### src/rtl/core/fst_ram.sv
// Generic single-write, single-read RAM with registered read data.
module fst_ram #(
  parameter int unsigned WIDTH = 64,
  parameter int unsigned DEPTH = 64
) (
  input  logic                     clk_i,
  input  logic                     we_i,
  input  logic [$clog2(DEPTH)-1:0] waddr_i,
  input  logic [WIDTH-1:0]         wdata_i,
  input  logic [$clog2(DEPTH)-1:0] raddr_i,
  output logic [WIDTH-1:0]         rdata_o
);

  logic [WIDTH-1:0] mem_q [DEPTH];

  always_ff @(posedge clk_i) begin
    if (we_i) begin
      mem_q[waddr_i] <= wdata_i;
    end
    rdata_o <= mem_q[raddr_i];
  end

endmodule

### config.mk
export PLATFORM = sky130hd
export DESIGN_NAME = fst_ram
export DESIGN_NICKNAME = d
export VERILOG_FILES = /design/src/rtl/core/fst_ram.sv
export SDC_FILE = /design/constraint.sdc
export NUM_CORES = 2
export LEC_CHECK = 0
export ABC_AREA = 0
export BUFFER_PORTS_ARGS = -buffer_cell sky130_fd_sc_hd__buf_2
export CORE_MARGIN = 5
export CORE_UTILIZATION = 50
export CTS_CLUSTER_DIAMETER = 30
export DETAILED_ROUTE_END_ITERATION = 10
export GPL_ROUTABILITY_DRIVEN = 1
export HOLD_SLACK_MARGIN = 0.12
export PLACE_DENSITY = 0.67
export SYNTH_ARGS = -nofsm -noshare
export SYNTH_HDL_FRONTEND = slang
export SYNTH_SLANG_ARGS = --single-unit
### constraint.sdc
create_clock -name clk_i -period 9.1 [get_ports clk_i]
set_clock_uncertainty 0.1 [all_clocks]
set_input_delay 1.365 -clock clk_i [delete_from_list [all_inputs] [get_ports clk_i]]
set_output_delay 1.365 -clock clk_i [all_outputs]
set_load 0.005 [all_outputs]
# --- Yosys cells after proc, flatten, opt, wreduce, memory -nomap -nowiden ---
# Memory sizes are Yosys's and may differ from the RTL's. A register that Yosys moved wholly into a read port is not among the register bits.
# Cells that the tools add are included.
op_classes:
  muxes: 2
ops:
  columns: ["operator", "n"]
  rows:
  - ["1-bit two-way mux", 2]
totals:
  output_inout_bits: 64
  reg_bits: 0
  mem_count: 1
  input_bits: 78
  wordCells: 3
  ramBits: 4096
mem_list:
  columns: ["name", "words", "width", "read_ports", "rd_clocked_by_memory_dff", "write_ports", "line_no", "text"]
  rows:
  - ["mem_q", 64, 64, 1, 1, 1, "14", "logic [WIDTH-1:0] mem_q [DEPTH];"]

# --- Logic depth before layout (Yosys ltp) ---
depth:
  ltp_word: 2
  depth_mapped: 9
  mapped_depth_nobuf: 5

# --- Worst setup path after synthesis ---
# Ideal clock, no wire load.
synth_timing:
  path_type: "in2reg"
  startpoint: "input waddr_i[3]"
  endpoint: "memory mem_q[48][0], enable pin"
  required_ps: 8436
  setup_time_ps: 564
  setup_slack_ps: 2199
  arrival_time_ps: 6237
  path_buffers: 1
  stages: 4
  path_cell_list: "clkbuf_1 -> nor2b_1 -> nand4b_1 -> nor3_1"
synth_rtl:
  columns: ["element", "line_no", "text"]
  rows:
  - ["start: declaration", "8", "input logic [$clog2(DEPTH)-1:0] waddr_i,"]
  - ["end: declaration", "14", null]
# Straight into the memory's write port.

# --- Final worst setup path ---
layout_timing:
  startpoint: "input waddr_i[1]"
  endpoint: "memory mem_q[35][54], enable pin"
# Straight into the memory's write port.

==> Implementation_results.wiki <==
{| class="wikitable"
! Metric !! Value
|-
| Final Total Pwr || 48.0 mW
|-
| Total wirelength of the detailed-routed design || 426000 um
|-
| Worst hold slack || 0.764 ns
|-
| Total area of multi-input combinational cells || 30800 sq um
|-
| Final ANT Viol Nets || 0
|-
| Number of buffer and inverter stages on the critical path || 3
|-
| Critical setup path kind || primary input to flop
|-
| Number of top-level pins || 142
|-
| Drt first-iter violations || 10594
|-
| Switching part of the total || 0.218
|-
| Post-synthesis cell area || 156000 sq um
|-
| Gate family responsible for the most delay along the worst path || simple AND/OR/NAND/NOR gates
|-
| Footprint of the flip-flops and latches || 124000 sq um
|-
| TritonCTS clock tree || built
|-
| Leak Pwr || 59.0 nW
|-
| Number of max-slew violations in the final report || 0
|-
| Endpoint arrival time on the critical path || 4.70 ns
|-
| Slew margin rel. || 0.143
|-
| FF+latch count, synth || 4160
|-
| IO Port Bufs || 141
|-
| Final setup fails || 0
|-
| Area growth syn-to-layout || 18.5%
|-
| Core Region || 312000 sq um
|-
| Maximum count of clock buffers along a single path || 4
|-
| DRC errors left || 0
|-
| Count of maximum capacitance violations || 0
|-
| Grt ovf || 0
|-
| Number of fillers in the final layout || 21162
|-
| Die Outline Area || 324000 sq um
|-
| Nets in the synthesized netlist || 6676
|-
| Run status || completed
|-
| Final nets || 7281
|-
| 1st-pass router iterations || 6
|-
| Library cells used by synthesis || 33
|-
| Worst-case vdd ir drop || 0.242 mV
|-
| Worst-margin pin slew || 1.29 ns
|-
| Portion of total power attributed to combinational logic || 0.037
|-
| Internal cell power || 37.5 mW
|-
| Maximum number of pins on one net before global-route repair || 111
|-
| Largest driver fanout on the critical path || 26
|-
| Floorplan die width || 569 um
|-
| Average cell area after synthesis || 23.7 sq um
|-
| Post-CTS sizing || 0
|-
| Syn Inst Count || 6598
|-
| Last weighted congestion value of the routability-driven placer || 0.783
|-
| Fraction of the cycle the final worst path needs || 0.458
|-
| Total of warnings raised by yosys || 0
|-
| Number of hold buffers added after CTS || 0
|-
| Worst hold-check path type || flop to flop
|-
| Number of global-route vias before repair || 78800
|-
| Detail Placement HPWL || 220000 um
|-
| Cell Area, Placed || 163000 sq um
|-
| Slowest Stage Delay on Critical Path || 0.91 ns
|-
| Core utilization of the finished layout || 0.594
|-
| CTS Root Cell || sky130_fd_sc_hd__clkbuf_16
|-
| Cell type with the highest occurrence count on the critical path || sky130_fd_sc_hd__buf_4
|-
| Max frequency || 240 MHz
|-
| CTS clock-pin slew for the worst setup and hold paths || 0.05 ns
|-
| Hold violation total from the final report || 0
|-
| H-tree levels || 6
|-
| Fraction of final layout cells sized beyond drive strength 1 || 0.324
|-
| PwrDens || 259 nW/um^2
|-
| Worst endpoint required time || 9.63 ns
|-
| Relative contribution of sequential cells to total power || 0.445
|-
| Final cell area excluding filler cells || 185000 sq um
|-
| Y dimension of the die || 569 um
|-
| Number of vias in the routed layout || 77497
|-
| Sink count of the clock tree || 4160
|-
| Power share of the clock group || 0.518
|-
| Critical-path cell with the highest stage delay || sky130_fd_sc_hd__nor2_4
|-
| Cell breakdown of the critical path || buf_2 -> nor2b_1 -> nand3_1 -> nor2_4 -> buf_4 -> buf_4
|-
| Total setup buffers inserted after CTS || 0
|-
| Switch Pwr || 10.5 mW
|-
| Final critical delay including setup and external delays || 4.17 ns
|-
| Starting density of the core || 0.502
|-
| Number of buffers created by CTS || 639
|-
| Total negative slack for setup checks || 0 ns
|-
| Number of cell rows || 205
|-
| Avg Vias per Cell || 6.51
|-
| Overall routing resource usage || 0.262
|-
| Critical Path Sink Type || flop
|-
| Setup repair after global routing missed its margin || no
|-
| Wire per inst || 35.8 um
|-
| Wire length of the first global-routing pass || 602000 um
|-
| Initial antenna violation count || 39
|-
| Sequential-to-total area share from yosys stat || 0.795
|-
| Clock latency on the worst-skew pair || 1.03 ns
|-
| Crit start category || primary input
|}
## cell usage in the layout (no fill, tap or decap), types with 64 or more instances in the layout
master	Yosys	routed
sky130_fd_sc_hd__a22o_1	88	88
sky130_fd_sc_hd__a22oi_1	168	168
sky130_fd_sc_hd__and3_1	64	64
sky130_fd_sc_hd__buf_2	170	138
sky130_fd_sc_hd__buf_4	34	170
sky130_fd_sc_hd__bufinv_16	0	82
sky130_fd_sc_hd__clkbuf_16	0	640
sky130_fd_sc_hd__clkinv_1	0	80
sky130_fd_sc_hd__clkinv_2	0	94
sky130_fd_sc_hd__clkinvlp_4	0	65
sky130_fd_sc_hd__dfxtp_1	64	64
sky130_fd_sc_hd__edfxtp_1	4096	4096
sky130_fd_sc_hd__mux2i_1	135	135
sky130_fd_sc_hd__mux4_2	1024	1024
sky130_fd_sc_hd__nor2_4	0	65
sky130_fd_sc_hd__o22ai_1	83	83
## worst min-delay path, delay by kind of cell, from the launching register on
| family | cells | cell delay [ns] |
|---|---|---|
| flip-flops | 1 | 0.31 |
| AO/OA/AOI/OAI | 1 | 0.06 |
| AND/OR/NAND/NOR | 2 | 0.24 |
| multiplexers | 1 | 0.23 |
## final timing paths
check | startpoint | cells after the start | to | slack [ns]
min | mem_q[54][26]$_DFFE_PP_ | 4 | rdata_o[26]$_DFF_P_ | 0.76
min reg2reg | mem_q[54][26]$_DFFE_PP_ | 4 | rdata_o[26]$_DFF_P_ | 0.76
max | waddr_i[1] | 6 | mem_q[35][54]$_DFFE_PP_ | 4.93
max reg2reg | mem_q[8][32]$_DFFE_PP_ | 5 | rdata_o[32]$_DFF_P_ | 6.60
## power groups by stage
stage               Sequential, mW  Combinational [mW]  Clock, mW
floorplan                     21.7               0.988          0
global placement              21.7                1.74          0
detailed placement            21.7                1.77          0
CTS                           21.4                1.78       25.1
global route                  21.3                1.87       26.1
finish                        21.3                1.77       24.9
## cells in the mapped netlist
master	instances	share of area
sky130_fd_sc_hd__nand4_1	2	0.000080
sky130_fd_sc_hd__nand3b_1	2	0.000096
sky130_fd_sc_hd__a211oi_1	63	0.0030
sky130_fd_sc_hd__dfxtp_1	64	0.0082
sky130_fd_sc_hd__mux2i_1	135	0.0086
sky130_fd_sc_hd__nand2_1	58	0.0014
sky130_fd_sc_hd__or3_1	29	0.0012
sky130_fd_sc_hd__buf_2	170	0.0054
sky130_fd_sc_hd__nand3_1	45	0.0014
sky130_fd_sc_hd__a31o_1	1	0.000056
sky130_fd_sc_hd__nand2b_1	11	0.00044
sky130_fd_sc_hd__nor2b_1	28	0.0011
sky130_fd_sc_hd__nand4b_1	1	0.000056
sky130_fd_sc_hd__a41oi_1	26	0.0015
sky130_fd_sc_hd__nor3_1	2	0.000064
sky130_fd_sc_hd__buf_1	20	0.00048
sky130_fd_sc_hd__and2_1	3	0.00012
sky130_fd_sc_hd__a22o_1	88	0.0049
sky130_fd_sc_hd__a31oi_1	18	0.00072
sky130_fd_sc_hd__or3b_2	1	0.000056
sky130_fd_sc_hd__o22ai_1	83	0.0033
sky130_fd_sc_hd__and3_1	64	0.0026
sky130_fd_sc_hd__buf_6	6	0.00043
sky130_fd_sc_hd__or2_2	28	0.0011
sky130_fd_sc_hd__a22oi_1	168	0.0081
sky130_fd_sc_hd__a2bb2oi_1	19	0.0011
sky130_fd_sc_hd__buf_4	34	0.0016
sky130_fd_sc_hd__mux4_2	1024	0.15
sky130_fd_sc_hd__inv_1	19	0.00046
sky130_fd_sc_hd__o221ai_1	38	0.0021
sky130_fd_sc_hd__nor2_1	112	0.0027
sky130_fd_sc_hd__clkbuf_1	140	0.0034
sky130_fd_sc_hd__edfxtp_1	4096	0.79
## kinds of logic (layout without fill, tap and decap cells)
family / after synthesis / count (layout) / synth area share
simple gates: 386 / 386 / 0.0124
mux: 1159 / 1159 / 0.156
flops: 4160 / 4160 / 0.795
buf+inv: 389 / 1540 / 0.0118
other cells: 0 / 12 / 0
compound gates: 504 / 504 / 0.0248
## per-layer routing
layer  GRT usage  wire length, um  vias to the layer above
met2       0.415           207000                     4933
met5     0.00149              133                        -
li1            -                -                    29897
met3      0.0524            44900                      761
met4      0.0872            13500                       22
met1       0.371           160000                    41884
## state kept, by name, indices dropped and copies added (netlist names)
| name | cells |
|---|---|
| rdata_o | 64 |
| mem_q | 4096 |
## through the flow
step	worst slack, ns	instances
6_report	4.93	11901
2_1_floorplan	2.20	6598
3_5_place_dp	3.82	10702
5_1_grt	4.72	11895
3_3_place_gp	3.87	10702
4_1_cts	4.90	11889
## cell type report
| cell class | count | area share |
|---|---|---|
| Antenna cell | 12 | 0.000162 |
| Clock buffer | 716 | 0.0887 |
| Clock inverter | 471 | 0.0324 |
| Inverter | 19 | 0.000385 |
| Multi-Input combinational cell | 2049 | 0.166 |
| Sequential cell | 4160 | 0.671 |
| Tap cell | 4140 | 0.0280 |
| Timing Repair Buffer | 334 | 0.0134 |
(Power assumes the default switching activity.)
