--- src/rtl/core/fst_pkg.sv ---
// Shared constants, status codes and types of the free segment table.
package fst_pkg;

  // Default storage shape
  localparam int unsigned SLOTS_DEF     = 64;
  localparam int unsigned ADDR_BITS_DEF = 32;

  // Fixed widths of the request and result fields
  localparam int unsigned CMD_W    = 1;
  localparam int unsigned IO_ADDR_W = 32;
  localparam int unsigned BYTES_W  = 31;
  localparam int unsigned STATUS_W = 2;
  localparam int unsigned SLOT_W   = 6;

  // Command codes
  localparam logic [CMD_W-1:0] CMD_RELEASE = 1'b0;
  localparam logic [CMD_W-1:0] CMD_FIND    = 1'b1;

  // Result status codes
  localparam logic [STATUS_W-1:0] STAT_OK    = 2'd0;
  localparam logic [STATUS_W-1:0] STAT_NOFIT = 2'd1;
  localparam logic [STATUS_W-1:0] STAT_FULL  = 2'd2;

  // A first-fit candidate needs size - 1 above request + FIT_MARGIN
  localparam int unsigned FIT_MARGIN = 2;

  // Compare flags of one table entry against the current request
  typedef struct packed {
    logic prev_touch;  // entry ends just before the range
    logic next_touch;  // entry starts just after the range
    logic below;       // range starts below the entry
    logic reach;       // entry starts at or below last + 1
    logic exact;       // entry size equals the requested size
    logic big;         // entry size exceeds request + 3
  } eval_t;

endpackage

--- src/rtl/core/fst_eval.sv ---
// Compare unit: tests one table entry against the request held by the sequencer.
module fst_eval #(
  parameter int unsigned ADDR_BITS = fst_pkg::ADDR_BITS_DEF
) (
  input  logic [ADDR_BITS-1:0]                 ent_start_i,
  input  logic [ADDR_BITS-1:0]                 ent_end_i,
  input  logic [ADDR_BITS-1:0]                 first_i,
  input  logic [ADDR_BITS-1:0]                 first_m1_i,
  input  logic                                 first_nz_i,
  input  logic [ADDR_BITS:0]                   last_p1_i,
  input  logic                                 bytes_nz_i,
  input  logic [((ADDR_BITS > 32) ? ADDR_BITS : 32)-1:0] bytes_m1_i,
  input  logic [((ADDR_BITS > 32) ? ADDR_BITS : 32)-1:0] bytes_p2_i,
  output fst_pkg::eval_t                       flags_o
);

  localparam int unsigned CW = (ADDR_BITS > 32) ? ADDR_BITS : 32;

  logic [ADDR_BITS-1:0] size_m1;
  logic [CW-1:0]        size_m1_x;
  logic [ADDR_BITS:0]   start_x;
  logic                 fwd;

  assign size_m1   = ent_end_i - ent_start_i;
  assign size_m1_x = CW'(size_m1);
  assign start_x   = {1'b0, ent_start_i};
  // reversed segments never qualify for a find
  assign fwd       = ent_end_i >= ent_start_i;

  always_comb begin
    flags_o.prev_touch = first_nz_i && (ent_end_i == first_m1_i);
    flags_o.next_touch = start_x == last_p1_i;
    flags_o.below      = first_i < ent_start_i;
    flags_o.reach      = start_x <= last_p1_i;
    flags_o.exact      = fwd && bytes_nz_i && (size_m1_x == bytes_m1_i);
    flags_o.big        = fwd && (size_m1_x > bytes_p2_i);
  end

endmodule

--- config.mk ---
export PLATFORM = sky130hd
export DESIGN_NAME = fst_eval
export DESIGN_NICKNAME = d
export VERILOG_FILES = /design/src/rtl/core/fst_pkg.sv /design/src/rtl/core/fst_eval.sv
export SDC_FILE = /design/constraint.sdc
export NUM_CORES = 1
export LEC_CHECK = 0
export BUFFER_PORTS_ARGS = -buffer_cell sky130_fd_sc_hd__buf_4
export CAP_MARGIN = 30
export CORE_MARGIN = 2
export CORE_UTILIZATION = 51
export DETAILED_ROUTE_END_ITERATION = 10
export PLACE_DENSITY = 0.82
export SLEW_MARGIN = 20
export SYNTH_ARGS = -nofsm -noshare
export SYNTH_HDL_FRONTEND = slang
export SYNTH_SLANG_ARGS = --single-unit
--- constraint.sdc ---
create_clock -name vclk -period 7.13
set_clock_uncertainty 0.05 [all_clocks]
set_input_delay 1.7825 -clock vclk [all_inputs]
set_output_delay 1.7825 -clock vclk [all_outputs]
set_load 0.01 [all_outputs]
Word level (Yosys, flattened, before mapping). Index checks and enable logic that the tools add are counted. Widths: inputs -> output; s select.

Word-level logic and storage cells: 12. Flip-flop bits (word level): 0.

Magnitude comparators: 4. Equal/unequal tests: 3. Add/sub/neg operators: 1. Reductions and logical operators: 4.

Operators by type and width (number): $eq 32x32->1 (2); $eq 32x33->1 (1); $le 32x33->1 (1); $ge 32x32->1 (1); $gt 32x32->1 (1); $lt 32x32->1 (1); $sub 32x32->32 (1); $logic_and 1x1->1 (4).

Logic depth before layout (Yosys ltp). Gate-level depths: netlist of run 1.

Depth after elaboration: 3. Gate-level depth with buffers: 22. Gate-level depth less buffers: 21.

Worst setup path after synthesis of run 1. OpenSTA, ideal clock, no wires.

Kind: in2out. Start: input port ent_start_i[7]. End: output port flags_o[0] (netlist bit). Required time: 5298 ps. Cell stages on the path: 18. Setup slack: 371 ps. Buffers on the path: 2. Arrival time: 4927 ps. Path through: inv_1 -> ha_1 -> buf_2 -> and4_1 -> buf_6 -> and2_1 -> o211a_1 -> a211o_1 -> a31o_1 -> a31oi_1 -> xnor2_1 -> ha_1 -> and4_1 -> a21oi_1 -> nand2_1 -> a221o_1 -> o21ai_0 -> a211oi_1.

RTL lines: start: declaration (RTL line fst_eval.sv:5) `input logic [ADDR_BITS-1:0] ent_start_i,`; end: declaration (RTL line fst_eval.sv:14) `output fst_pkg::eval_t flags_o`.

==> metrics.yaml, run 1 <==
status: "finished, final reports clean"
coreArea_sq_um: 10400
vias: 6628
crit_required_ns: 5.30
power.total_mw: 0.693
gr-total-overflow: 0
drc: 0
setup_viol: 0
crit_fanout: 8
synth_area_per_cell_sq_um: 7.21
intPower_mw: 0.345
tns_ns: 0
nets: 1373
drt_iter0_markers: 543
p_sw_share_pct: 50.3
instances_no_fill: 1152
cpLargestDelayFamily: "compound AO/OA/AOI/OAI gates"
cap_violations: 0
arrival_ns: 5.22
p_comb_share_pct: 100.0
rsz0062_at_grt: "true"
p_switching_mw: 0.349
ys_warn_count: 0
synth_cell_type_count: 66
crit_path_frequent_cell: "buf_4"
max_stage_delay_ns: 0.41
synth_area_sq_um: 5490
end_kind: "output port"
pre_cts_slack_ns: -0.0534
first_pass_iters: 5
antenna_found_initial: 0
port_buffers: 233
worst_slew_pin_slew_ns: 0.602
die_h_um: 108
setup_slack_ns: 0.0808
worstHoldPathType: "input port to output port"
startpoint_type: "input port"
design.seq.count: 0
synth_cells: 761
synth_top_area_share_pct: 29.0
use_met2_pct: 56.8
area_delta_synth_final_pct: 42.5
vias_per_cell: 5.75
cp.buffers_inverters: 4
dp.cells: 1150
avgRoutedWirePerCell_um: 17.3
p_leak_nw: 4.21
regArea_sq_um: 0
finalCritPeriodShare_pct: 98.9
synth_most_common_cell: "ha_1"
timing.fmax_mhz: 142
crit_slowest_cell: "ha_1"
hold_viol: 0
routed_wl_um: 19900
ant_nets: 0
diodes: 0
synthTopCellsByCount: "ha_1, inv_1, a21oi_1, xnor2_1, nor2_1"
place_congestion: 0.991
synth_area_leaders: "ha_1, xnor2_1, inv_1"
floorplan.initialDensity_pct: 52.9
slew-limit-headroom_pct: 59.5
period_needed_ns: 7.05
yosysTopAreaCell: "ha_1"
grt_util_met3_pct: 3.69
synth_nets: 1116
grt_pass1_wl_um: 29700
grt_usage_pct: 32.0
yosysSeqAreaShare_pct: 0
dieWidth_um: 108
nClkBuffers: 0
drive_above_1_share_pct: 31.3
seq_power_share_pct: 0
maxSlewViolCount: 0
grt_max_degree: 13
grt.busiest_layer: "met2"
power_density_nw_per_um2: 88.7
critPathKind: "input port to output port"
globalRouteMet1Util_pct: 39.6
path_cells: "buf_4, inv_1, ha_1, a21oi_1, o21ai_0, o21ai_2, a21boi_1, buf_4, o41ai_4, xnor2_1, ha_1, nor2b_1, o21ai_1, nand2b_1, a21oi_1, nor2b_1, o21ai_1, nand2b_1, a21oi_2, a211oi_1, buf_4"
dieArea_sq_um: 11600
grt_pass1_vias: 6320
holdBufCountCts: 0
clkPwrFrac_pct: 0
ir_drop_uv: 39.2
dpl.hpwl_um: 17500
num_io_pins: 233
num_rows: 37
[kinds of logic after synthesis]
family	Yosys count	share of synthesized area (%)
AO/OA/AOI/OAI	210	25.9
buffers and inverters	126	8.99
XOR/XNOR	91	15.6
multiplexers	5	0.912
adder cells (fa/ha/maj)	128	29.3
AND/OR/NAND/NOR	201	19.3
[power groups by stage]
stage | Sequential [mW] | Clock [mW] | Combinational [mW]
final | 0 | 0 | 0.693
after global routing | 0 | 0 | 0.757
after CTS | 0 | 0 | 0.652
after detailed placement | 0 | 0 | 0.648
after global placement | 0 | 0 | 0.637
after floorplan | 0 | 0 | 0.396
[through the flow]
step                      util, %  hold WS (ns)  area, sq um
final                        75.4          3.85         7820
after global routing         75.4          3.88         7820
after CTS                    73.4          3.86         7610
after detailed placement     73.4          3.85         7610
after global placement       73.4          3.86         7610
after floorplan                 -          3.63         5490
[final cells by class]
class,instances,area (sq um)
Timing Repair Buffer,274,2060
Tap cell,136,170
Multi-Input combinational cell,635,5190
Fill cell,811,2550
Inverter,107,402
[repair_timing]
item,4_1_cts,5_1_grt
endpoints found under the setup margin,1,2
pin swaps,1,13
setup buffers,0,2
gates resized for setup,3,41
[final timing paths]
kind / end / cells after the start / slack (ns) / startpoint
max: flags_o[0] / 21 / 0.08 / ent_start_i[9]
min: flags_o[2] / 4 / 3.85 / last_p1_i[32]
[per-layer routing]
metal  routed length, um  vias up
li1                    -     3251
met1                7840     2955
met2                9590      364
met3                1650       58
met4                 832        0
met5                   0        -
[cell usage in the layout, fill, tap and decap left out, drive strengths merged, types with 2 or more instances in the layout]
master	n
nand4	35
nor2b	12
a31oi	5
or4b	2
and4	4
a211oi	3
a311o	2
and3	7
a211o	2
a21oi	66
a31o	3
and2	4
buf	274
nand2b	16
o41ai	2
inv	107
o211a	4
xor2	28
o211ai	5
mux2i	5
ha	127
a2111oi	5
a21o	38
nor4	7
o2111ai	3
a32oi	2
o21ai	36
o21a	10
a221oi	5
o21bai	4
xnor2	59
o31ai	4
nor3	18
xnor3	3
nor2	43
a21boi	2
nand2	39
nand3	10
a221o	2
Note: power is estimated with default switching activity, not from simulation.
==> inputs of run 2 (changes only) <==
CORE_UTILIZATION = 40   (was 51)
PLACE_DENSITY = 0.69   (was 0.82)
clock period = 5.95 ns   (was 7.13 ns; I/O delays follow)
==> metrics.yaml, run 2 (synthesis gave the netlist of run 1 again) <==
setup_slack_ns: -0.308
avgRoutedWirePerCell_um: 16.1
grt_pass1_wl_um: 33800
coreArea_sq_um: 13300
design.seq.count: 0
rsz0062_at_grt: "true"
gr-total-overflow: 0
drive_above_1_share_pct: 43.1
routed_wl_um: 21600
ant_nets: 0
critPathLaunch: "ent_end_i[0]"
crit_required_ns: 4.41
status: "finished with violations"
die_h_um: 121
drt_iter0_markers: 434
timing.fmax_mhz: 160
floorplan.initialDensity_pct: 41.3
instances_no_fill: 1341
period_needed_ns: 6.26
violations: "setup timing"
worst_slew_pin_slew_ns: 0.678
final_common_cell: "buf_4"
hold_viol: 0
startpoint_type: "input port"
nClkBuffers: 0
dieWidth_um: 121
regArea_sq_um: 0
path_cells: "buf_12, inv_12, ha_4, fa_2, nand2b_4, a21bo_4, a211oi_4, o21ai_2, a21boi_2, o41ai_4, xnor2_1, ha_1, nor2b_1, o21ai_1, nand2b_1, a21oi_2, nor2b_1, o21ai_1, nand2b_1, a21oi_2, a211oi_2, buf_4"
critPathKind: "input port to output port"
dp.cells: 1319
crit_fanout: 3
num_rows: 42
place_congestion: 0.985
num_io_pins: 233
grt_pass1_vias: 6913
antenna_found_initial: 0
vias_per_cell: 5.19
layout_common_cells: "buf_4, ha_1, inv_1"
first_pass_iters: 6
area_delta_synth_final_pct: 69.5
end_kind: "output port"
grt_max_degree: 10
drc: 0
crit_slowest_cell: "fa_2"
arrival_ns: 4.72
holdBufCountCts: 0
vias: 6954
power_density_nw_per_um2: 109
ir_drop_uv: 39.2
dpl.hpwl_um: 18900
cp-endpoint: "flags_o[0]"
pre_cts_slack_ns: -0.575
max_stage_delay_ns: 0.33
setup_viol: 2
nets: 1522
finalCritPeriodShare_pct: 105
p_leak_nw: 4.98
dieArea_sq_um: 14700
utilization_pct: 70.0
grt_usage_pct: 28.8
maxSlewViolCount: 0
cap_violations: 0
worstHoldPathType: "input port to output port"
slew-limit-headroom_pct: 54.4
port_buffers: 233
diodes: 0
[run 2: cell count changes in the layout (fill, tap and decap cells not counted), sizes merged]
cell and delta:
buf +149
[run 2: power by group]
part	switching, mW	total, mW	leakage [nW]	internal [mW]
clock network	0	0	0	0
logic	0.465	1.01	4.98	0.544
registers	0	0	0	0
[run 2: worst max-delay path: cells and delay by family]
| kind | cells | cell delay (ns) |
|---|---|---|
| AND/OR/NAND/NOR | 5 | 0.50 |
| buffers and inverters | 3 | 0.26 |
| XOR/XNOR | 1 | 0.15 |
| AO/OA/AOI/OAI | 10 | 1.53 |
| adder cells (fa/ha/maj) | 3 | 0.77 |
[run 2: layout make-up]
class                      instances  area, sq um
multi-input combinational        635         5440
fill                            1143         3990
timing repair buffer             423         3210
inverter                         107          429
tap                              176          220
[run 2: per-stage QoR]
step / hold slack [ns] / area [sq um] / setup TNS (ns) / power (mW)
global route: 3.25 / 9300 / -0.893 / 1.10
detailed placement: 3.24 / 8790 / -0.996 / 0.915
global placement: 3.24 / 8790 / -0.898 / 0.902
CTS: 3.25 / 9250 / -0.439 / 0.986
finish: 3.25 / 9300 / -0.595 / 1.01
floorplan: 3.04 / 5660 / -0.00102 / 0.496
[run 2: worst min path at each step]
stage | startpoint | to | slack (ns) | depth (start not counted)
after floorplan | first_nz_i | flags_o[5] | 3.04 | 2
after global placement | last_p1_i[32] | flags_o[2] | 3.24 | 4
after detailed placement | last_p1_i[32] | flags_o[2] | 3.24 | 4
after CTS | last_p1_i[32] | flags_o[2] | 3.25 | 4
after global routing | last_p1_i[32] | flags_o[2] | 3.25 | 4
final | last_p1_i[32] | flags_o[2] | 3.25 | 4
[run 2: timing repair]
| action | in CTS | in global routing |
|---|---|---|
| setup endpoints to repair | 2 | 2 |
| buffers inserted | 22 | 2 |
| gates resized for setup | 67 | 8 |
| pin swaps | 60 | 12 |
[run 2: layer usage]
layer	wire, um	up-vias	GRT usage, %
met5	0	-	0
met4	801	0	9.08
met3	1520	53	3.24
met2	10100	296	50.2
met1	9130	3062	36.8
li1	-	3543	-
==> inputs of run 3 (changes only) <==
RECOVER_POWER = 50   (was not set)
==> metrics.yaml, run 3 (synthesis gave the netlist of run 1 again) <==
vias_per_cell: 5.18
drc: 0
diodes: 0
period_needed_ns: 6.26
antenna_found_initial: 0
gr-total-overflow: 0
worst_slew_pin_slew_ns: 0.678
port_buffers: 233
finalCritPeriodShare_pct: 105
die_h_um: 121
dieArea_sq_um: 14700
design.seq.count: 0
grt_pass1_wl_um: 33800
avgRoutedWirePerCell_um: 16.1
grt_max_degree: 10
crit_slowest_cell: "fa_2"
place_area_sq_um: 8790
grt_usage_pct: 28.8
final_area_sq_um: 9290
grt_pass1_vias: 6913
violations: "setup timing"
drt_iter0_markers: 437
vias: 6949
timing.fmax_mhz: 160
setup_slack_ns: -0.308
layout_common_cells: "buf_4, ha_1, inv_1"
p_leak_nw: 4.97
arrival_ns: 4.72
num_io_pins: 233
routed_wl_um: 21600
coreArea_sq_um: 13300
startpoint_type: "input port"
holdBufCountCts: 0
critPathKind: "input port to output port"
maxSlewViolCount: 0
pre_cts_slack_ns: -0.575
ir_drop_uv: 39.2
nets: 1522
cpLargestDelayFamily: "compound AO/OA/AOI/OAI gates"
nClkBuffers: 0
path_cells: "buf_12, inv_12, ha_4, fa_2, nand2b_4, a21bo_4, a211oi_4, o21ai_2, a21boi_2, o41ai_4, xnor2_1, ha_1, nor2b_1, o21ai_1, nand2b_1, a21oi_2, nor2b_1, o21ai_1, nand2b_1, a21oi_2, a211oi_2, buf_4"
drive_above_1_share_pct: 42.9
worst-path-stages: 22
cap_violations: 0
status: "finished with violations"
rsz0062_at_grt: "true"
finalHoldWorstSlack_ns: 3.25
power_density_nw_per_um2: 109
first_pass_iters: 5
end_kind: "output port"
final_common_cell: "buf_4"
num_rows: 42
dpl.hpwl_um: 18900
ant_nets: 0
worstHoldPathType: "input port to output port"
utilization_pct: 69.9
min_path_cells: 4
cp.buffers_inverters: 3
slew-limit-headroom_pct: 54.4
area_delta_synth_final_pct: 69.4
crit_fanout: 3
hold_viol: 0
crit_required_ns: 4.41
regArea_sq_um: 0
dieWidth_um: 121
floorplan.initialDensity_pct: 41.3
max_stage_delay_ns: 0.33
place_congestion: 0.985
setup_viol: 2
[run 3: area by class of cell]
type                       instances  area (sq um)
multi-input combinational        635          5440
fill                            1144          4000
timing repair buffer             423          3210
inverter                         107           429
tap                              176           220
[run 3: final timing paths]
| kind | start | end | slack [ns] |
|---|---|---|---|
| worst min-delay path | last_p1_i[32] | flags_o[2] | 3.25 |
| worst max-delay path | ent_end_i[0] | flags_o[0] | -0.31 |
[run 3: repair_timing]
action,in CTS,in global routing
endpoints found under the setup margin,2,2
pin swaps,60,12
gates resized for setup,67,8
buffers inserted,22,2
[run 3: report_power, final]
| group | switching, mW | internal, mW | leakage, nW |
|---|---|---|---|
| Sequential | 0 | 0 | 0 |
| Clock | 0 | 0 | 0 |
| Combinational | 0.465 | 0.544 | 4.97 |
| Total | 0.465 | 0.544 | 4.97 |
[run 3: worst min-delay path: stages]
cell      delay (ns)
buf_4           0.08
o32ai_1         0.06
nand2b_1        0.07
buf_4           0.11
[run 3: metrics by stage]
stage                TNS, ns  power, mW  std cells
finish                -0.594       1.01       1341
global route          -0.893       1.10       1341
CTS                   -0.439      0.986       1339
detailed placement    -0.996      0.915       1319
global placement      -0.898      0.902       1319
floorplan           -0.00102      0.496        761
[run 3: layer usage]
| layer | vias to the layer above | GRT usage, % | routed length (um) | share of wire [%] |
|---|---|---|---|---|
| met4 | 0 | 9.08 | 803 | 3.7 |
| met2 | 291 | 50.2 | 10100 | 47 |
| li1 | 3543 | - | - | - |
| met3 | 53 | 3.24 | 1500 | 6.9 |
| met1 | 3062 | 36.8 | 9150 | 42 |
| met5 | - | 0 | 0 | 0 |
