===== config.mk =====
export PLATFORM = sky130hd
export DESIGN_NAME = fst_seq
export DESIGN_NICKNAME = d
export VERILOG_FILES = /design/src/rtl/core/fst_pkg.sv /design/src/rtl/core/fst_seq.sv
export SDC_FILE = /design/constraint.sdc
export NUM_CORES = 1
export LEC_CHECK = 0
export BUFFER_PORTS_ARGS = -buffer_cell sky130_fd_sc_hd__buf_2
export CAP_MARGIN = 20
export CORE_MARGIN = 1.5
export CORE_UTILIZATION = 50
export CTS_CLUSTER_SIZE = 25
export DETAILED_ROUTE_END_ITERATION = 7
export HOLD_SLACK_MARGIN = 0.1
export PLACE_DENSITY = 0.77
export SYNTH_ARGS = -nofsm -noshare
export SYNTH_HDL_FRONTEND = slang
export SYNTH_SLANG_ARGS = --single-unit

===== constraint.sdc =====
create_clock -name clk_i -period 18.22 [get_ports clk_i]
set_clock_uncertainty 0.2 [all_clocks]
set_input_delay 0.911 -clock clk_i [delete_from_list [all_inputs] [get_ports clk_i]]
set_output_delay 0.911 -clock clk_i [all_outputs]
set_load 0.03 [all_outputs]

===== src/rtl/core/fst_pkg.sv =====
// Shared constants, status codes and types of the free segment table.
package fst_pkg;

  // Default storage shape
  localparam int unsigned SLOTS_DEF     = 64;
  localparam int unsigned ADDR_BITS_DEF = 32;

  // Fixed widths of the request and result fields
  localparam int unsigned CMD_W    = 1;
  localparam int unsigned IO_ADDR_W = 32;
  localparam int unsigned BYTES_W  = 31;
  localparam int unsigned STATUS_W = 2;
  localparam int unsigned SLOT_W   = 6;

  // Command codes
  localparam logic [CMD_W-1:0] CMD_RELEASE = 1'b0;
  localparam logic [CMD_W-1:0] CMD_FIND    = 1'b1;

  // Result status codes
  localparam logic [STATUS_W-1:0] STAT_OK    = 2'd0;
  localparam logic [STATUS_W-1:0] STAT_NOFIT = 2'd1;
  localparam logic [STATUS_W-1:0] STAT_FULL  = 2'd2;

  // A first-fit candidate needs size - 1 above request + FIT_MARGIN
  localparam int unsigned FIT_MARGIN = 2;

  // Compare flags of one table entry against the current request
  typedef struct packed {
    logic prev_touch;  // entry ends just before the range
    logic next_touch;  // entry starts just after the range
    logic below;       // range starts below the entry
    logic reach;       // entry starts at or below last + 1
    logic exact;       // entry size equals the requested size
    logic big;         // entry size exceeds request + 3
  } eval_t;

endpackage


===== src/rtl/core/fst_seq.sv =====
// Sequencer: scans, merges and shifts table entries, one RAM read per cycle.
module fst_seq #(
  parameter int unsigned SLOTS     = fst_pkg::SLOTS_DEF,
  parameter int unsigned ADDR_BITS = fst_pkg::ADDR_BITS_DEF
) (
  input  logic                          clk_i,
  input  logic                          rst_ni,
  // request side
  input  logic                          req_valid_i,
  output logic                          req_ready_o,
  input  logic [fst_pkg::CMD_W-1:0]     cmd_i,
  input  logic [ADDR_BITS-1:0]          first_i,
  input  logic [ADDR_BITS-1:0]          last_i,
  input  logic [fst_pkg::BYTES_W-1:0]   bytes_i,
  // result side
  output logic                          res_valid_o,
  input  logic                          res_take_i,
  output logic [fst_pkg::STATUS_W-1:0]  res_status_o,
  output logic [ADDR_BITS-1:0]          res_start_o,
  output logic [ADDR_BITS-1:0]          res_end_o,
  output logic [$clog2(SLOTS)-1:0]      res_slot_o,
  // compare unit
  output logic [ADDR_BITS-1:0]          first_o,
  output logic [ADDR_BITS-1:0]          first_m1_o,
  output logic                          first_nz_o,
  output logic [ADDR_BITS:0]            last_p1_o,
  output logic                          bytes_nz_o,
  output logic [((ADDR_BITS > 32) ? ADDR_BITS : 32)-1:0] bytes_m1_o,
  output logic [((ADDR_BITS > 32) ? ADDR_BITS : 32)-1:0] bytes_p2_o,
  input  fst_pkg::eval_t                flags_i,
  // table RAM
  output logic                          ram_we_o,
  output logic [$clog2(SLOTS)-1:0]      ram_waddr_o,
  output logic [2*ADDR_BITS-1:0]        ram_wdata_o,
  output logic [$clog2(SLOTS)-1:0]      ram_raddr_o,
  input  logic [2*ADDR_BITS-1:0]        ram_rdata_i
);

  localparam int unsigned IW    = $clog2(SLOTS);
  localparam int unsigned CNT_W = $clog2(SLOTS + 1);
  localparam int unsigned CW    = (ADDR_BITS > 32) ? ADDR_BITS : 32;

  localparam logic [2:0] S_IDLE   = 3'd0;
  localparam logic [2:0] S_SCAN   = 3'd1;
  localparam logic [2:0] S_MERGE  = 3'd2;
  localparam logic [2:0] S_DOWN   = 3'd3;
  localparam logic [2:0] S_UPRIME = 3'd4;
  localparam logic [2:0] S_UP     = 3'd5;
  localparam logic [2:0] S_INS    = 3'd6;
  localparam logic [2:0] S_DONE   = 3'd7;

  logic [2:0]       state_q, state_d;
  logic [CNT_W-1:0] used_q, used_d;
  logic [CNT_W-1:0] idx_q, idx_d;
  logic [CNT_W-1:0] pos_q, pos_d;
  logic             have_q, have_d;

  logic [fst_pkg::CMD_W-1:0] cmd_q, cmd_d;
  logic [ADDR_BITS-1:0]      first_q, first_d, last_q, last_d, first_m1_q, first_m1_d;
  logic                      first_nz_q, first_nz_d, bytes_nz_q, bytes_nz_d;
  logic [ADDR_BITS:0]        last_p1_q, last_p1_d;
  logic [CW-1:0]             bytes_m1_q, bytes_m1_d, bytes_p2_q, bytes_p2_d;
  logic [CNT_W-1:0]          pick_q, pick_d;
  logic [ADDR_BITS-1:0]      pick_s_q, pick_s_d, pick_e_q, pick_e_d;
  logic [ADDR_BITS-1:0]      cur_s_q, cur_s_d;

  logic [fst_pkg::STATUS_W-1:0] rstat_q, rstat_d;
  logic [ADDR_BITS-1:0]         rstart_q, rstart_d, rend_q, rend_d;
  logic [IW-1:0]                rslot_q, rslot_d;

  logic [ADDR_BITS-1:0] ent_s, ent_e;
  logic [CNT_W-1:0]     idx_p1, idx_m1, pos_p1, pos_p2, raddr;
  logic                 table_full, accept;

  assign ent_s      = ram_rdata_i[2*ADDR_BITS-1:ADDR_BITS];
  assign ent_e      = ram_rdata_i[ADDR_BITS-1:0];
  assign idx_p1     = idx_q + CNT_W'(1);
  assign idx_m1     = idx_q - CNT_W'(1);
  assign pos_p1     = pos_q + CNT_W'(1);
  assign pos_p2     = pos_q + CNT_W'(2);
  assign table_full = used_q == CNT_W'(SLOTS);
  assign accept     = req_valid_i && req_ready_o;

  always_comb begin
    state_d    = state_q;
    used_d     = used_q;
    idx_d      = idx_q;
    pos_d      = pos_q;
    have_d     = have_q;
    cmd_d      = cmd_q;
    first_d    = first_q;
    last_d     = last_q;
    first_m1_d = first_m1_q;
    first_nz_d = first_nz_q;
    last_p1_d  = last_p1_q;
    bytes_nz_d = bytes_nz_q;
    bytes_m1_d = bytes_m1_q;
    bytes_p2_d = bytes_p2_q;
    pick_d     = pick_q;
    pick_s_d   = pick_s_q;
    pick_e_d   = pick_e_q;
    cur_s_d    = cur_s_q;
    rstat_d    = rstat_q;
    rstart_d   = rstart_q;
    rend_d     = rend_q;
    rslot_d    = rslot_q;
    raddr      = idx_p1;
    ram_we_o   = 1'b0;
    ram_waddr_o = '0;
    ram_wdata_o = '0;
    req_ready_o = 1'b0;
    res_valid_o = 1'b0;

    unique case (state_q)
      S_IDLE: begin
        req_ready_o = 1'b1;
        raddr       = '0;
        if (accept) begin
          cmd_d      = cmd_i;
          first_d    = first_i;
          last_d     = last_i;
          first_m1_d = first_i - ADDR_BITS'(1);
          first_nz_d = first_i != '0;
          last_p1_d  = {1'b0, last_i} + (ADDR_BITS + 1)'(1);
          bytes_nz_d = bytes_i != '0;
          bytes_m1_d = CW'(bytes_i) - CW'(1);
          bytes_p2_d = CW'(bytes_i) + CW'(fst_pkg::FIT_MARGIN);
          have_d     = 1'b0;
          idx_d      = '0;
          state_d    = S_SCAN;
        end
      end

      S_SCAN: begin
        if (idx_q == used_q) begin
          // end of table
          if (cmd_q == fst_pkg::CMD_FIND) begin
            if (have_q) begin
              rstat_d  = fst_pkg::STAT_OK;
              rstart_d = pick_s_q;
              rend_d   = pick_e_q;
              rslot_d  = pick_q[IW-1:0];
            end else begin
              rstat_d  = fst_pkg::STAT_NOFIT;
              rstart_d = '0;
              rend_d   = '0;
              rslot_d  = '0;
            end
            state_d = S_DONE;
          end else if (table_full) begin
            rstat_d  = fst_pkg::STAT_FULL;
            rstart_d = '0;
            rend_d   = '0;
            rslot_d  = '0;
            state_d  = S_DONE;
          end else begin
            pos_d   = used_q;
            state_d = S_INS;
          end
        end else if (cmd_q == fst_pkg::CMD_FIND) begin
          if (flags_i.exact) begin
            rstat_d  = fst_pkg::STAT_OK;
            rstart_d = ent_s;
            rend_d   = ent_e;
            rslot_d  = idx_q[IW-1:0];
            state_d  = S_DONE;
          end else begin
            if (!have_q && flags_i.big) begin
              have_d   = 1'b1;
              pick_d   = idx_q;
              pick_s_d = ent_s;
              pick_e_d = ent_e;
            end
            idx_d = idx_p1;
          end
        end else begin
          priority if (flags_i.prev_touch) begin
            // next entry is being read this cycle
            pos_d   = idx_q;
            cur_s_d = ent_s;
            state_d = S_MERGE;
          end else if (flags_i.next_touch) begin
            ram_we_o    = 1'b1;
            ram_waddr_o = idx_q[IW-1:0];
            ram_wdata_o = {first_q, ent_e};
            rstat_d     = fst_pkg::STAT_OK;
            rstart_d    = first_q;
            rend_d      = ent_e;
            rslot_d     = idx_q[IW-1:0];
            state_d     = S_DONE;
          end else if (flags_i.below) begin
            if (table_full) begin
              rstat_d  = fst_pkg::STAT_FULL;
              rstart_d = '0;
              rend_d   = '0;
              rslot_d  = '0;
              state_d  = S_DONE;
            end else begin
              pos_d   = idx_q;
              state_d = S_UPRIME;
            end
          end else begin
            idx_d = idx_p1;
          end
        end
      end

      S_MERGE: begin
        ram_we_o    = 1'b1;
        ram_waddr_o = pos_q[IW-1:0];
        rstat_d     = fst_pkg::STAT_OK;
        rstart_d    = cur_s_q;
        rslot_d     = pos_q[IW-1:0];
        if ((pos_p1 < used_q) && flags_i.reach) begin
          // absorb the next entry, then close the gap it leaves
          ram_wdata_o = {cur_s_q, ent_e};
          rend_d      = ent_e;
          raddr       = pos_p2;
          idx_d       = pos_p2;
          state_d     = S_DOWN;
        end else begin
          ram_wdata_o = {cur_s_q, last_q};
          rend_d      = last_q;
          state_d     = S_DONE;
        end
      end

      S_DOWN: begin
        if (idx_q < used_q) begin
          ram_we_o    = 1'b1;
          ram_waddr_o = idx_m1[IW-1:0];
          ram_wdata_o = ram_rdata_i;
          idx_d       = idx_p1;
        end else begin
          used_d  = used_q - CNT_W'(1);
          state_d = S_DONE;
        end
      end

      S_UPRIME: begin
        raddr   = used_q - CNT_W'(1);
        idx_d   = used_q - CNT_W'(1);
        state_d = S_UP;
      end

      S_UP: begin
        ram_we_o    = 1'b1;
        ram_waddr_o = idx_p1[IW-1:0];
        ram_wdata_o = ram_rdata_i;
        if (idx_q == pos_q) begin
          state_d = S_INS;
        end else begin
          raddr = idx_m1;
          idx_d = idx_m1;
        end
      end

      S_INS: begin
        ram_we_o    = 1'b1;
        ram_waddr_o = pos_q[IW-1:0];
        ram_wdata_o = {first_q, last_q};
        used_d      = used_q + CNT_W'(1);
        rstat_d     = fst_pkg::STAT_OK;
        rstart_d    = first_q;
        rend_d      = last_q;
        rslot_d     = pos_q[IW-1:0];
        state_d     = S_DONE;
      end

      S_DONE: begin
        res_valid_o = 1'b1;
        if (res_take_i) begin
          state_d = S_IDLE;
        end
      end

      default: begin
        state_d = S_IDLE;
      end
    endcase
  end

  assign ram_raddr_o  = raddr[IW-1:0];
  assign res_status_o = rstat_q;
  assign res_start_o  = rstart_q;
  assign res_end_o    = rend_q;
  assign res_slot_o   = rslot_q;
  assign first_o      = first_q;
  assign first_m1_o   = first_m1_q;
  assign first_nz_o   = first_nz_q;
  assign last_p1_o    = last_p1_q;
  assign bytes_nz_o   = bytes_nz_q;
  assign bytes_m1_o   = bytes_m1_q;
  assign bytes_p2_o   = bytes_p2_q;

  always_ff @(posedge clk_i or negedge rst_ni) begin
    if (!rst_ni) begin
      state_q <= S_IDLE;
      used_q  <= '0;
      have_q  <= 1'b0;
    end else begin
      state_q <= state_d;
      used_q  <= used_d;
      have_q  <= have_d;
    end
  end

  always_ff @(posedge clk_i) begin
    idx_q      <= idx_d;
    pos_q      <= pos_d;
    cmd_q      <= cmd_d;
    first_q    <= first_d;
    last_q     <= last_d;
    first_m1_q <= first_m1_d;
    first_nz_q <= first_nz_d;
    last_p1_q  <= last_p1_d;
    bytes_nz_q <= bytes_nz_d;
    bytes_m1_q <= bytes_m1_d;
    bytes_p2_q <= bytes_p2_d;
    pick_q     <= pick_d;
    pick_s_q   <= pick_s_d;
    pick_e_q   <= pick_e_d;
    cur_s_q    <= cur_s_d;
    rstat_q    <= rstat_d;
    rstart_q   <= rstart_d;
    rend_q     <= rend_d;
    rslot_q    <= rslot_d;
  end

endmodule


* Word-level counts from Yosys, hierarchy flattened
Cells that the tools add are included.
** Word-level totals
- Input bits :: 170
- Logic and storage cells :: 201
- Flip-flop bits (word level) :: 395
- Output and inout port bits :: 314
** Cells by class
- Muxes and demuxes :: 107
- Reduce and logical (&&, ||, !) cells :: 25
- $add $sub $neg :: 10
- $lt $le $gt $ge :: 2
- Bitwise operators :: 3
- Equality and inequality tests :: 32
** Operator list (count)
- $mux W32 :: 20
- $mux W64 :: 5
- $pmux W64 S5 :: 1
- $pmux W32 S3 :: 2
- $mux W7 :: 19
- $mux W6 :: 16
- $pmux W6 S4 :: 2
- $pmux W7 S6 :: 1
- $add A32 B1 Y33 const B :: 1
- $mux W3 :: 11
- $add A31 B2 Y32 const B :: 1
- $reduce_bool A32 Y1 :: 1
- $sub A31 B1 Y32 const B :: 1
- $sub A32 B1 Y32 const B :: 1
- $reduce_bool A31 Y1 :: 1
- $ne A2 B2 Y1 const B :: 13
- $pmux W3 S8 :: 1
- $add A7 B1 Y7 const B :: 3
- $mux W2 :: 9
- $reduce_and A6 Y1 :: 3
- $mux W1 :: 15
- $eq A7 B7 Y1 :: 2
- $lt A7 B7 Y1 :: 2
- $pmux W7 S2 :: 1
- 28 further kinds :: 47

* Logic depth before layout (Yosys ltp)
Gate-level depths: netlist of the first run.
- Word-level depth :: 8
- Gate-level depth with buffers :: 13
- Mapped depth without buffers :: 10

* Worst setup path after synthesis of the first run
Ideal clock, no wire load.
- Path kind :: reg-to-reg
- Start :: register used_q[4]
- End :: register rend_q[0] (netlist: res_end_o[0]) (enable)
- Period minus slack after synthesis :: 7.215 ns
- Library setup time :: 0.574 ns
- Path slack :: 11.005 ns
- Required time :: 17.446 ns
- Data arrival time :: 6.441 ns
- Buffers on the path :: 3
- Cell stages (with the launch flop) :: 11
- Cells stage by stage :: dfrtp_1 -> inv_1 -> ha_1 -> nand4_1 -> or2_2 -> clkbuf_1 -> clkbuf_1 -> clkbuf_1 -> nand2_1 -> a21oi_1 -> o21ai_0
** Between the ends
- Cells in the longest elaborated chain, start to end :: 3
- Elaborated cells on any way between the ends :: 5
- Those cells by class :: eq/ne: 4; reduce/logical: 1
** RTL lines
- start: declaration :: line fst_seq.sv:53 : logic [CNT_W-1:0] used_q, used_d;
- start signal: assignment :: line fst_seq.sv:303 : used_q <= used_d;
- $eq A7 B7 Y1 * :: line fst_seq.sv:135 : if (idx_q == used_q) begin
- $ne A5 B5 Y1 (no source line) or $ne A4 B4 Y1 (tied branches)
- $reduce_and A4 Y1 (no source line) *
- end signal: assignment :: line fst_seq.sv:326 : rend_q <= rend_d;
- end: declaration :: line fst_seq.sv:68 : logic [ADDR_BITS-1:0] rstart_q, rstart_d, rend_q, rend_d;
Mark *: on every way between the ends. The rest lies on a longest branch, timed or not.
A chain may end at the register's enable or synchronous reset.

* Worst setup path after layout of the first run
- Start :: register idx_q[0]
- End :: output port ram_wdata_o[3]
** Between the ends
- Cells in the longest elaborated chain, start to end :: 3
- Elaborated cells on any way between the ends :: 5
- Those cells by class :: order compare: 1; eq/ne: 1; mux: 3
** RTL lines
- start: declaration :: line fst_seq.sv:54 : logic [CNT_W-1:0] idx_q, idx_d;
- start signal: assignment :: line fst_seq.sv:309 : idx_q <= idx_d;
- $lt A7 B7 Y1 or $eq A7 B7 Y1 (tied branches) :: line fst_seq.sv:229, fst_seq.sv:135
- $mux W64, on equally long branches :: line fst_seq.sv:229, fst_seq.sv:135
- $pmux W64 S5 * :: line fst_seq.sv:114 : unique case (state_q)
- end: declaration :: line fst_seq.sv:34 : output logic [2*ADDR_BITS-1:0] ram_wdata_o,
Marks and branches as above.

==> metrics.txt, run 1 <==
Gate Count Post-Synth=1766; Worst R2R Start=idx_q[0]$_DFFE_PP_; CP startpoint kind=register; R2R Setup Slk=14.00 ns; hold-critical path endpoint=cmd_q$_DFFE_PP_; clock sink count=approximately 400; clk slew on worst S/H paths=0.06 ns; RR Endpoint=res_end_o[0]$_DFFE_PP_; RSZ-0062 raised after global routing=no; Root Buffer=clkbuf_16; Post-synth EDFFs=384; first-pass detailed-route iteration total=6; DP HPWL=46900 um; share of layout cells above drive strength 1=0.272; Final Hold Fails=0; first-pass GRT wire length=102000 um; Final #Nets=approximately 2400; CTS tree=yes; Hold Crit Class=in -> reg; Critical Path Fanout Max=50; Post-synth ARST share=0.0278; DIE AREA=42100 um2; period utilisation layout=0.296; Fill cells=about 3300; clk_lat worst skew=0.56 ns; Worst Hold Path Cells=1; power per cell area=159 nW/um2; routed wire length=68500 um; H-tree Lvls=2; post-route ant nets=0; NetSw=1730 uW; most common flop cell mapped by yosys=edfxtp_1; Peak supply drop=0.0000808 V; Logic pwr share=0.445; maxcap violations=0; final core utilization=0.616; Die H=between 200 and 250 um; min cycle time layout=5.40 ns; crit path cell chain=inv_1 > ha_1 > nand3_1 > nor2_4 > buf_4 > nor2_1 > and3_1 > or3_1 > buf_16 > a22o_1 > buf_2; Post-Layout Inst Area=24600 um2; largest net degree at the start of global routing=approximately 120; I/O pin cnt=484; Critical Path Sink Type=output pin; # rows=73; post-synthesis register bit count=395; PortBufs=483; Synth Warn #=0; Clock Path Buffers=3; Final GP Congestion=0.945; Vias/cell=6.35; status=complete, no violations; final setup vio count=0; setup TNS=0 ns; vias in the first global route=between 15000 and 20000; Final Max Slew Viols=0; Hold Crit Start=cmd_i; initial antenna violation count=7; Total GRT Usage=0.317; TritonCTS Buffers=43; Distinct cells, synth=68; Layout Area Growth over Synthesis=20.5%; synthesized area=20400 um2; Slowest-stage cell, CP=edfxtp_1; Seq/Total Area, Yosys=0.578; R2R cell count=8; Reg power frac=0.341; die width=205 um; clock share of power=0.214; Via Count=17400; Net Sw Frac=0.443; starting density of the core=0.511; drt drc=0; P_int=roughly 2200 uW; Max Clk Rate=0.185 GHz; grt ovf=0; Core Box Area=40000 um2; worst-margin pin slew=about 1.2 ns; Slew Limit Headroom=0.224; syn_nets=roughly 2000; dpl cell area=23200 um2; arrival time worst endpoint=4.28 ns; worst hold slack=0.327 ns; Setup CP Type=reg -> out; crit-path max cell delay=between 0.6 and 0.7 ns; Worst EP required=17.11 ns; Mapped Avg Cell Area=11.6 um2; Leakage=0.00964 uW; Avg WL per Cell=25.0 um; first-iteration detailed-routing DRC count=1803
==> flip-flops by register name, summed over array words and instances, names as in the netlist, 32 cells and up <==
| signal | count |
|---|---|
| bytes_m1_o | 32 |
| bytes_p2_o | 32 |
| cur_s_q | 32 |
| first_m1_o | 32 |
| first_o | 32 |
| last_p1_o | 33 |
| last_q | 32 |
| pick_e_q | 32 |
| pick_s_q | 32 |
| res_end_o | 32 |
| res_start_o | 32 |
==> power by group through the flow <==
| stage | logic [uW] | registers, uW | clock network (uW) |
|---|---|---|---|
| 2_1_floorplan | 1010 | 1480 | 0 |
| 3_3_place_gp | 1690 | 1340 | 0 |
| 3_5_place_dp | 1710 | 1350 | 0 |
| 4_1_cts | 1710 | 1330 | 842 |
| 5_1_grt | 1840 | 1350 | 874 |
| 6_report | 1740 | 1330 | 836 |
==> stage by stage <==
step,power (uW),worst slack (ns),instances
finish,3910,12.82,2743
floorplan,2490,11.00,1766
global placement,3030,13.25,2659
global route,4070,12.68,2742
detailed placement,3050,13.13,2659
CTS,3890,12.50,2738
==> how the worst max path moves through the flow <==
| stage | startpoint | end | slack, ns | cells past startpoint |
|---|---|---|---|---|
| 2_1_floorplan | used_q[4]$_DFFE_PN0P_ | res_end_o[0]$_DFFE_PP_ | 11.00 | 10 |
| 3_3_place_gp | pos_q[1]$_DFFE_PP_ | ram_wdata_o[1] | 13.25 | 12 |
| 3_5_place_dp | pos_q[1]$_DFFE_PP_ | ram_wdata_o[3] | 13.13 | 12 |
| 4_1_cts | pos_q[1]$_DFFE_PP_ | ram_wdata_o[24] | 12.50 | 12 |
| 5_1_grt | idx_q[4]$_DFFE_PP_ | ram_wdata_o[8] | 12.68 | 10 |
| 6_report | idx_q[0]$_DFFE_PP_ | ram_wdata_o[3] | 12.82 | 11 |
==> cell usage after synthesis (33+ instances only) <==
master	instances	area [um2]
mux2i_1	36	360
o22ai_1	37	231
nand3_1	91	455
inv_1	33	124
nand2_1	250	938
clkbuf_1	116	435
a221o_1	66	661
xor2_1	60	526
nand3b_1	33	248
a22oi_1	37	278
a221oi_1	36	315
edfxtp_1	384	11500
xnor2_1	87	762
a211oi_1	38	285
nor2_1	60	225
a21oi_1	62	310
==> kinds of logic (layout without fill, tap and decap cells) <==
group	count (synthesis)	in the layout	synth area share
other	0	3	0
buffers and inverters	173	622	0.0329
AOI/OAI and AO/OA	411	411	0.153
xor gates and xnor gates	147	147	0.0630
muxes	36	36	0.0176
DFF	395	395	0.578
adders and majority gates	26	26	0.0159
and+or+nand+nor	578	578	0.139
==> placed cells by master, fill, tap and decap left out, types with 8 or more instances in the layout <==
cell type,netlist,layout
a211oi_1,38,38
a21oi_1,62,60
a221o_1,66,66
a221oi_1,36,36
a22o_1,32,32
a22oi_1,37,37
a311oi_1,32,32
and3_1,17,17
buf_2,18,483
buf_4,0,24
clkbuf_16,0,44
clkinv_1,1,13
clkinv_2,0,10
dfrtp_1,11,10
edfxtp_1,384,384
ha_1,26,26
inv_1,33,32
mux2i_1,36,36
nand2_1,250,249
nand3_1,91,91
nand3b_1,33,33
nand4_1,18,18
nor2_1,60,55
nor2b_1,8,8
nor3_1,27,26
nor4_1,17,17
o21ai_0,29,27
o22ai_1,37,37
or3_1,10,10
xnor2_1,87,87
xor2_1,60,60
==> cell type report <==
type,instances,area [um2],share of cell area
sequential,395,11800,0.479
multi-input combinational,1198,8050,0.327
timing repair buffer,510,2660,0.108
clock buffer,50,1120,0.0456
tap,525,657,0.0267
clock inverter,28,198,0.00803
inverter,34,135,0.00549
antenna,3,7.51,0.000305
==> worst max-delay path, delay by kind of cell (launching register included) <==
kind,cells,cell delay [ns]
adders and majority gates,1,0.31
DFF,1,0.69
buffers and inverters,4,1.13
AOI/OAI and AO/OA,1,0.19
and+or+nand+nor,5,1.32
==> timing repair <==
| item | in CTS | in global routing |
|---|---|---|
| gates resized for setup | 0 | 0 |
| buffers inserted | 0 | 0 |
| hold buffers | 1 | 0 |
| endpoints found under the hold margin | 11 | 0 |
==> layer usage <==
metal	routed length [um]	track usage	vias to the layer above
met4	2350	0.117	4
met3	6940	0.0694	157
li1	-	-	7660
met1	26200	0.414	8510
met5	20	0	-
met2	33000	0.518	1096
Power figures use the tool's default switching activity.
==> inputs of run 2 (changes only) <==
ABC_AREA = 1   (was default)
PLACE_DENSITY = 0.79   (was 0.77)
clock period = 4.82 ns   (was 18.22 ns; I/O delays follow)
==> metrics.txt, run 2 <==
most frequent cells after synthesis=nand2_1 (579), edfxtp_1 (384), nand3_1 (223); Final Hold Fails=0 (unchanged); Seq/Total Area, Yosys=0.538 (-0.0397); Post-synth ARST share=0.0278 (unchanged); Hold Crit Class=in -> reg; R2R Setup Slk=0.80 ns (-13.20 ns); period utilisation layout=0.866; Final #Nets=3202 (+35%); crit-path max cell delay=0.62 ns (-0.07 ns); Worst R2R Start=used_q[0]$_DFFE_PN0P_; arrival time worst endpoint=3.73 ns (-0.55 ns); Total GRT Usage=0.361 (+0.0449); worst-margin pin slew=1.10 ns (-0.0631 ns); Gate Count Post-Synth=2393 (+36%); CP startpoint kind=register; Max Clk Rate=0.239 GHz; Worst EP required=4.38 ns (-12.73 ns); DIE AREA=45100 um2 (+7.3%); Peak supply drop=0.000413 V (+410%); Distinct cells, synth=44 (-35%); I/O pin cnt=484 (unchanged); leading area contributor after synthesis=edfxtp_1; post-synthesis register bit count=395 (unchanged); clk slew on worst S/H paths=0.06 ns (about the same); initial antenna violation count=0 (-7); maxcap violations=0 (unchanged); post-CTS setup repair buffer count=0 (unchanged); Post-synth EDFFs=384 (unchanged); Leakage=0.0120 uW (+25%); P_int=8940 uW (+310%); Setup CP Type=reg -> out; most frequent cell after synthesis=nand2_1; Critical Path Fanout Max=69 (+38%); min cycle time layout=roughly 4.2 ns; Reg power frac=0.321 (-0.020); RSZ-0062 raised after global routing=no; # rows=76 (+4.1%); vias in the first global route=20600 (+24%); clock share of power=0.203 (-0.011); starting density of the core=0.508 (-0.00256); Post-CTS Resized=0 (unchanged); PortBufs=483 (unchanged); Layout Area Growth over Synthesis=27.7%; status=complete, no violations; Slew Limit Headroom=0.265 (+0.0410); Fill cells=3517 (+8.0%); Die H=212 um (+3.6%); Final Max Slew Viols=0 (unchanged); max reg flops=33 (unchanged); final core utilization=0.649 (+0.0330); RR Endpoint=state_q[1]$_DFFE_PN0P_; first-pass GRT wire length=123000 um (+21%); share of layout cells above drive strength 1=0.204 (-0.0680); synthesized area=21900 um2 (+7.4%); grt ovf=0 (unchanged); n_diodes=0 (-3); clk_lat worst skew=0.58 ns (+0.02 ns); H-tree Lvls=2 (unchanged); final setup vio count=0 (unchanged); clock sink count=395 (unchanged); CP startpoint=pos_q[0]$_DFFE_PP_; Logic pwr share=0.476 (+0.031); most common cell after layout, fill and taps aside=nand2_1; Via Count=21500 (+24%); first-iteration detailed-routing DRC count=2863 (+59%); Core Box Area=43200 um2 (+7.9%); die width=212 um (+3.6%); DP HPWL=56500 um (+20%); NetSw=7870 uW (+350%); first-pass detailed-route iteration total=6 (unchanged); largest net degree at the start of global routing=120 (+2.6%); TritonCTS Buffers=44 (+2.3%); cell mode on critical path=nand2_1; Root Buffer=clkbuf_16; drt drc=0 (unchanged); Vias/cell=5.94 (-6.6%); CTS tree=yes; ranking of synthesized cells by area=edfxtp_1 (53%), nand2_1 (9.9%), nand3_1 (5.1%); routed wire length=83200 um (+21%); R2R cell count=13 (+5); Net Sw Frac=0.468 (+0.0256); dpl cell area=24700 um2 (+6.3%); syn_nets=2589 (+32%); post-route ant nets=0 (unchanged); area fraction of the dominant cell type after synthesis=0.526 (-0.0387); Post-Layout Inst Area=28000 um2 (+14%); crit path cell chain=ha_1 > nand3_1 > nor3_1 > xor2_1 > ha_1 > nand2_1 > nor2_1 > nand2_1 > nand2_2 > buf_4 > nand2_1 > o211ai_1 > nand3_1 > buf_2; Slowest-stage cell, CP=buf_4; Final GP Congestion=0.971 (+2.8%); Clock Path Buffers=3 (unchanged); Mapped Avg Cell Area=9.17 um2 (-21%); Critical Path Sink Type=output pin; power per cell area=600 nW/um2 (+280%); Synth Warn #=0 (unchanged); crit path capture=ram_wdata_o[2]; most common flop cell mapped by yosys=edfxtp_1; most frequent cells in the layout=nand2_1 (577), buf_2 (483), edfxtp_1 (384), nand3_1 (223), nor2_1 (189); Avg WL per Cell=22.9 um (-8.2%)
run 2: cell types whose count changed in the layout (fill, tap and decap cells not counted), sizes merged, moves of 35 or more:
cell,previous run,this run
inv,36,190
o211ai,4,42
o21ai,30,118
xnor2,87,29
a21oi,62,136
a22oi,37,0
a221o,66,0
a211oi,38,2
nand2,252,590
nor2,60,204
a221oi,36,1
dlygate4sd3,1,184
mux2i,36,0
nand3,91,227
run 2: metal layers:
| metal | track usage | up-vias | part of all wire | routed length (um) |
|---|---|---|---|---|
| met3 | 0.0852 | 296 | 0.11 | 9420 |
| met2 | 0.575 | 1522 | 0.47 | 38800 |
| met4 | 0.172 | 0 | 0.052 | 4340 |
| li1 | - | 9581 | - | - |
| met1 | 0.466 | 10100 | 0.37 | 30600 |
| met5 | 0 | - | 0 | 0 |
run 2: power by group through the flow:
stage	Sequential, uW	Clock [uW]	Combinational, uW
3_3_place_gp	5410	0	7630
4_1_cts	5370	3410	7890
3_5_place_dp	5430	0	7700
5_1_grt	5460	3540	8530
6_report	5390	3420	8000
2_1_floorplan	6240	0	4370
run 2: worst min path at each step:
stage	from	end	slack (ns)	depth (start not counted)
after floorplan	rst_ni	have_q$_DFFE_PN0P_	-0.25	0
after global placement	rst_ni	state_q[1]$_DFFE_PN0P_	-0.06	1
after detailed placement	rst_ni	state_q[1]$_DFFE_PN0P_	-0.06	1
after CTS	flags_i[1]	state_q[2]$_DFFE_PN0P_	0.15	9
after global routing	cmd_i	cmd_q$_DFFE_PP_	0.19	2
final	flags_i[1]	state_q[2]$_DFFE_PN0P_	0.17	9
run 2: metrics by stage:
stage          total power, uW  setup TNS (ns)  cells  hold WS (ns)  worst slack, ns
6_report                 16800               0   3627         0.172            0.644
5_1_grt                  17500               0   3627         0.195            0.318
4_1_cts                  16700               0   3626         0.146            0.684
3_5_place_dp             13100               0   3360       -0.0619             1.22
3_3_place_gp             13000               0   3360       -0.0644             1.24
2_1_floorplan            10600           -3.98   2393        -0.255          -0.0622
run 2: critical path, delay by kind of cell, from the launching register on:
kind,cells,cell delay (ns)
flip-flops,1,0.52
XOR/XNOR,1,0.10
buffers and inverters,2,0.82
adder cells (fa/ha/maj),2,0.55
AO/OA/AOI/OAI,1,0.20
AND/OR/NAND/NOR,8,0.92
run 2: kinds of logic after synthesis:
group | count (synthesis) | share of synthesized area
flip-flops | 395 | 0.538
AO/OA/AOI/OAI | 425 | 0.119
XOR/XNOR | 119 | 0.0475
adder cells (fa/ha/maj) | 26 | 0.0148
AND/OR/NAND/NOR | 1116 | 0.220
buffers and inverters | 312 | 0.0613
run 2: layout make-up:
type	count	area, um2	share of cell area
clock buffer	56	1220	0.0435
clock inverter	26	224	0.00800
inverter	191	719	0.0257
multi-input combinational	1686	8840	0.316
sequential	395	11800	0.422
tap	585	732	0.0261
timing repair buffer	688	4470	0.159
run 2: repair_timing:
| item | in CTS | in global routing |
|---|---|---|
| endpoints found under the hold margin | 371 | 0 |
| setup endpoints to repair | 0 | 0 |
| hold buffers | 184 | 0 |
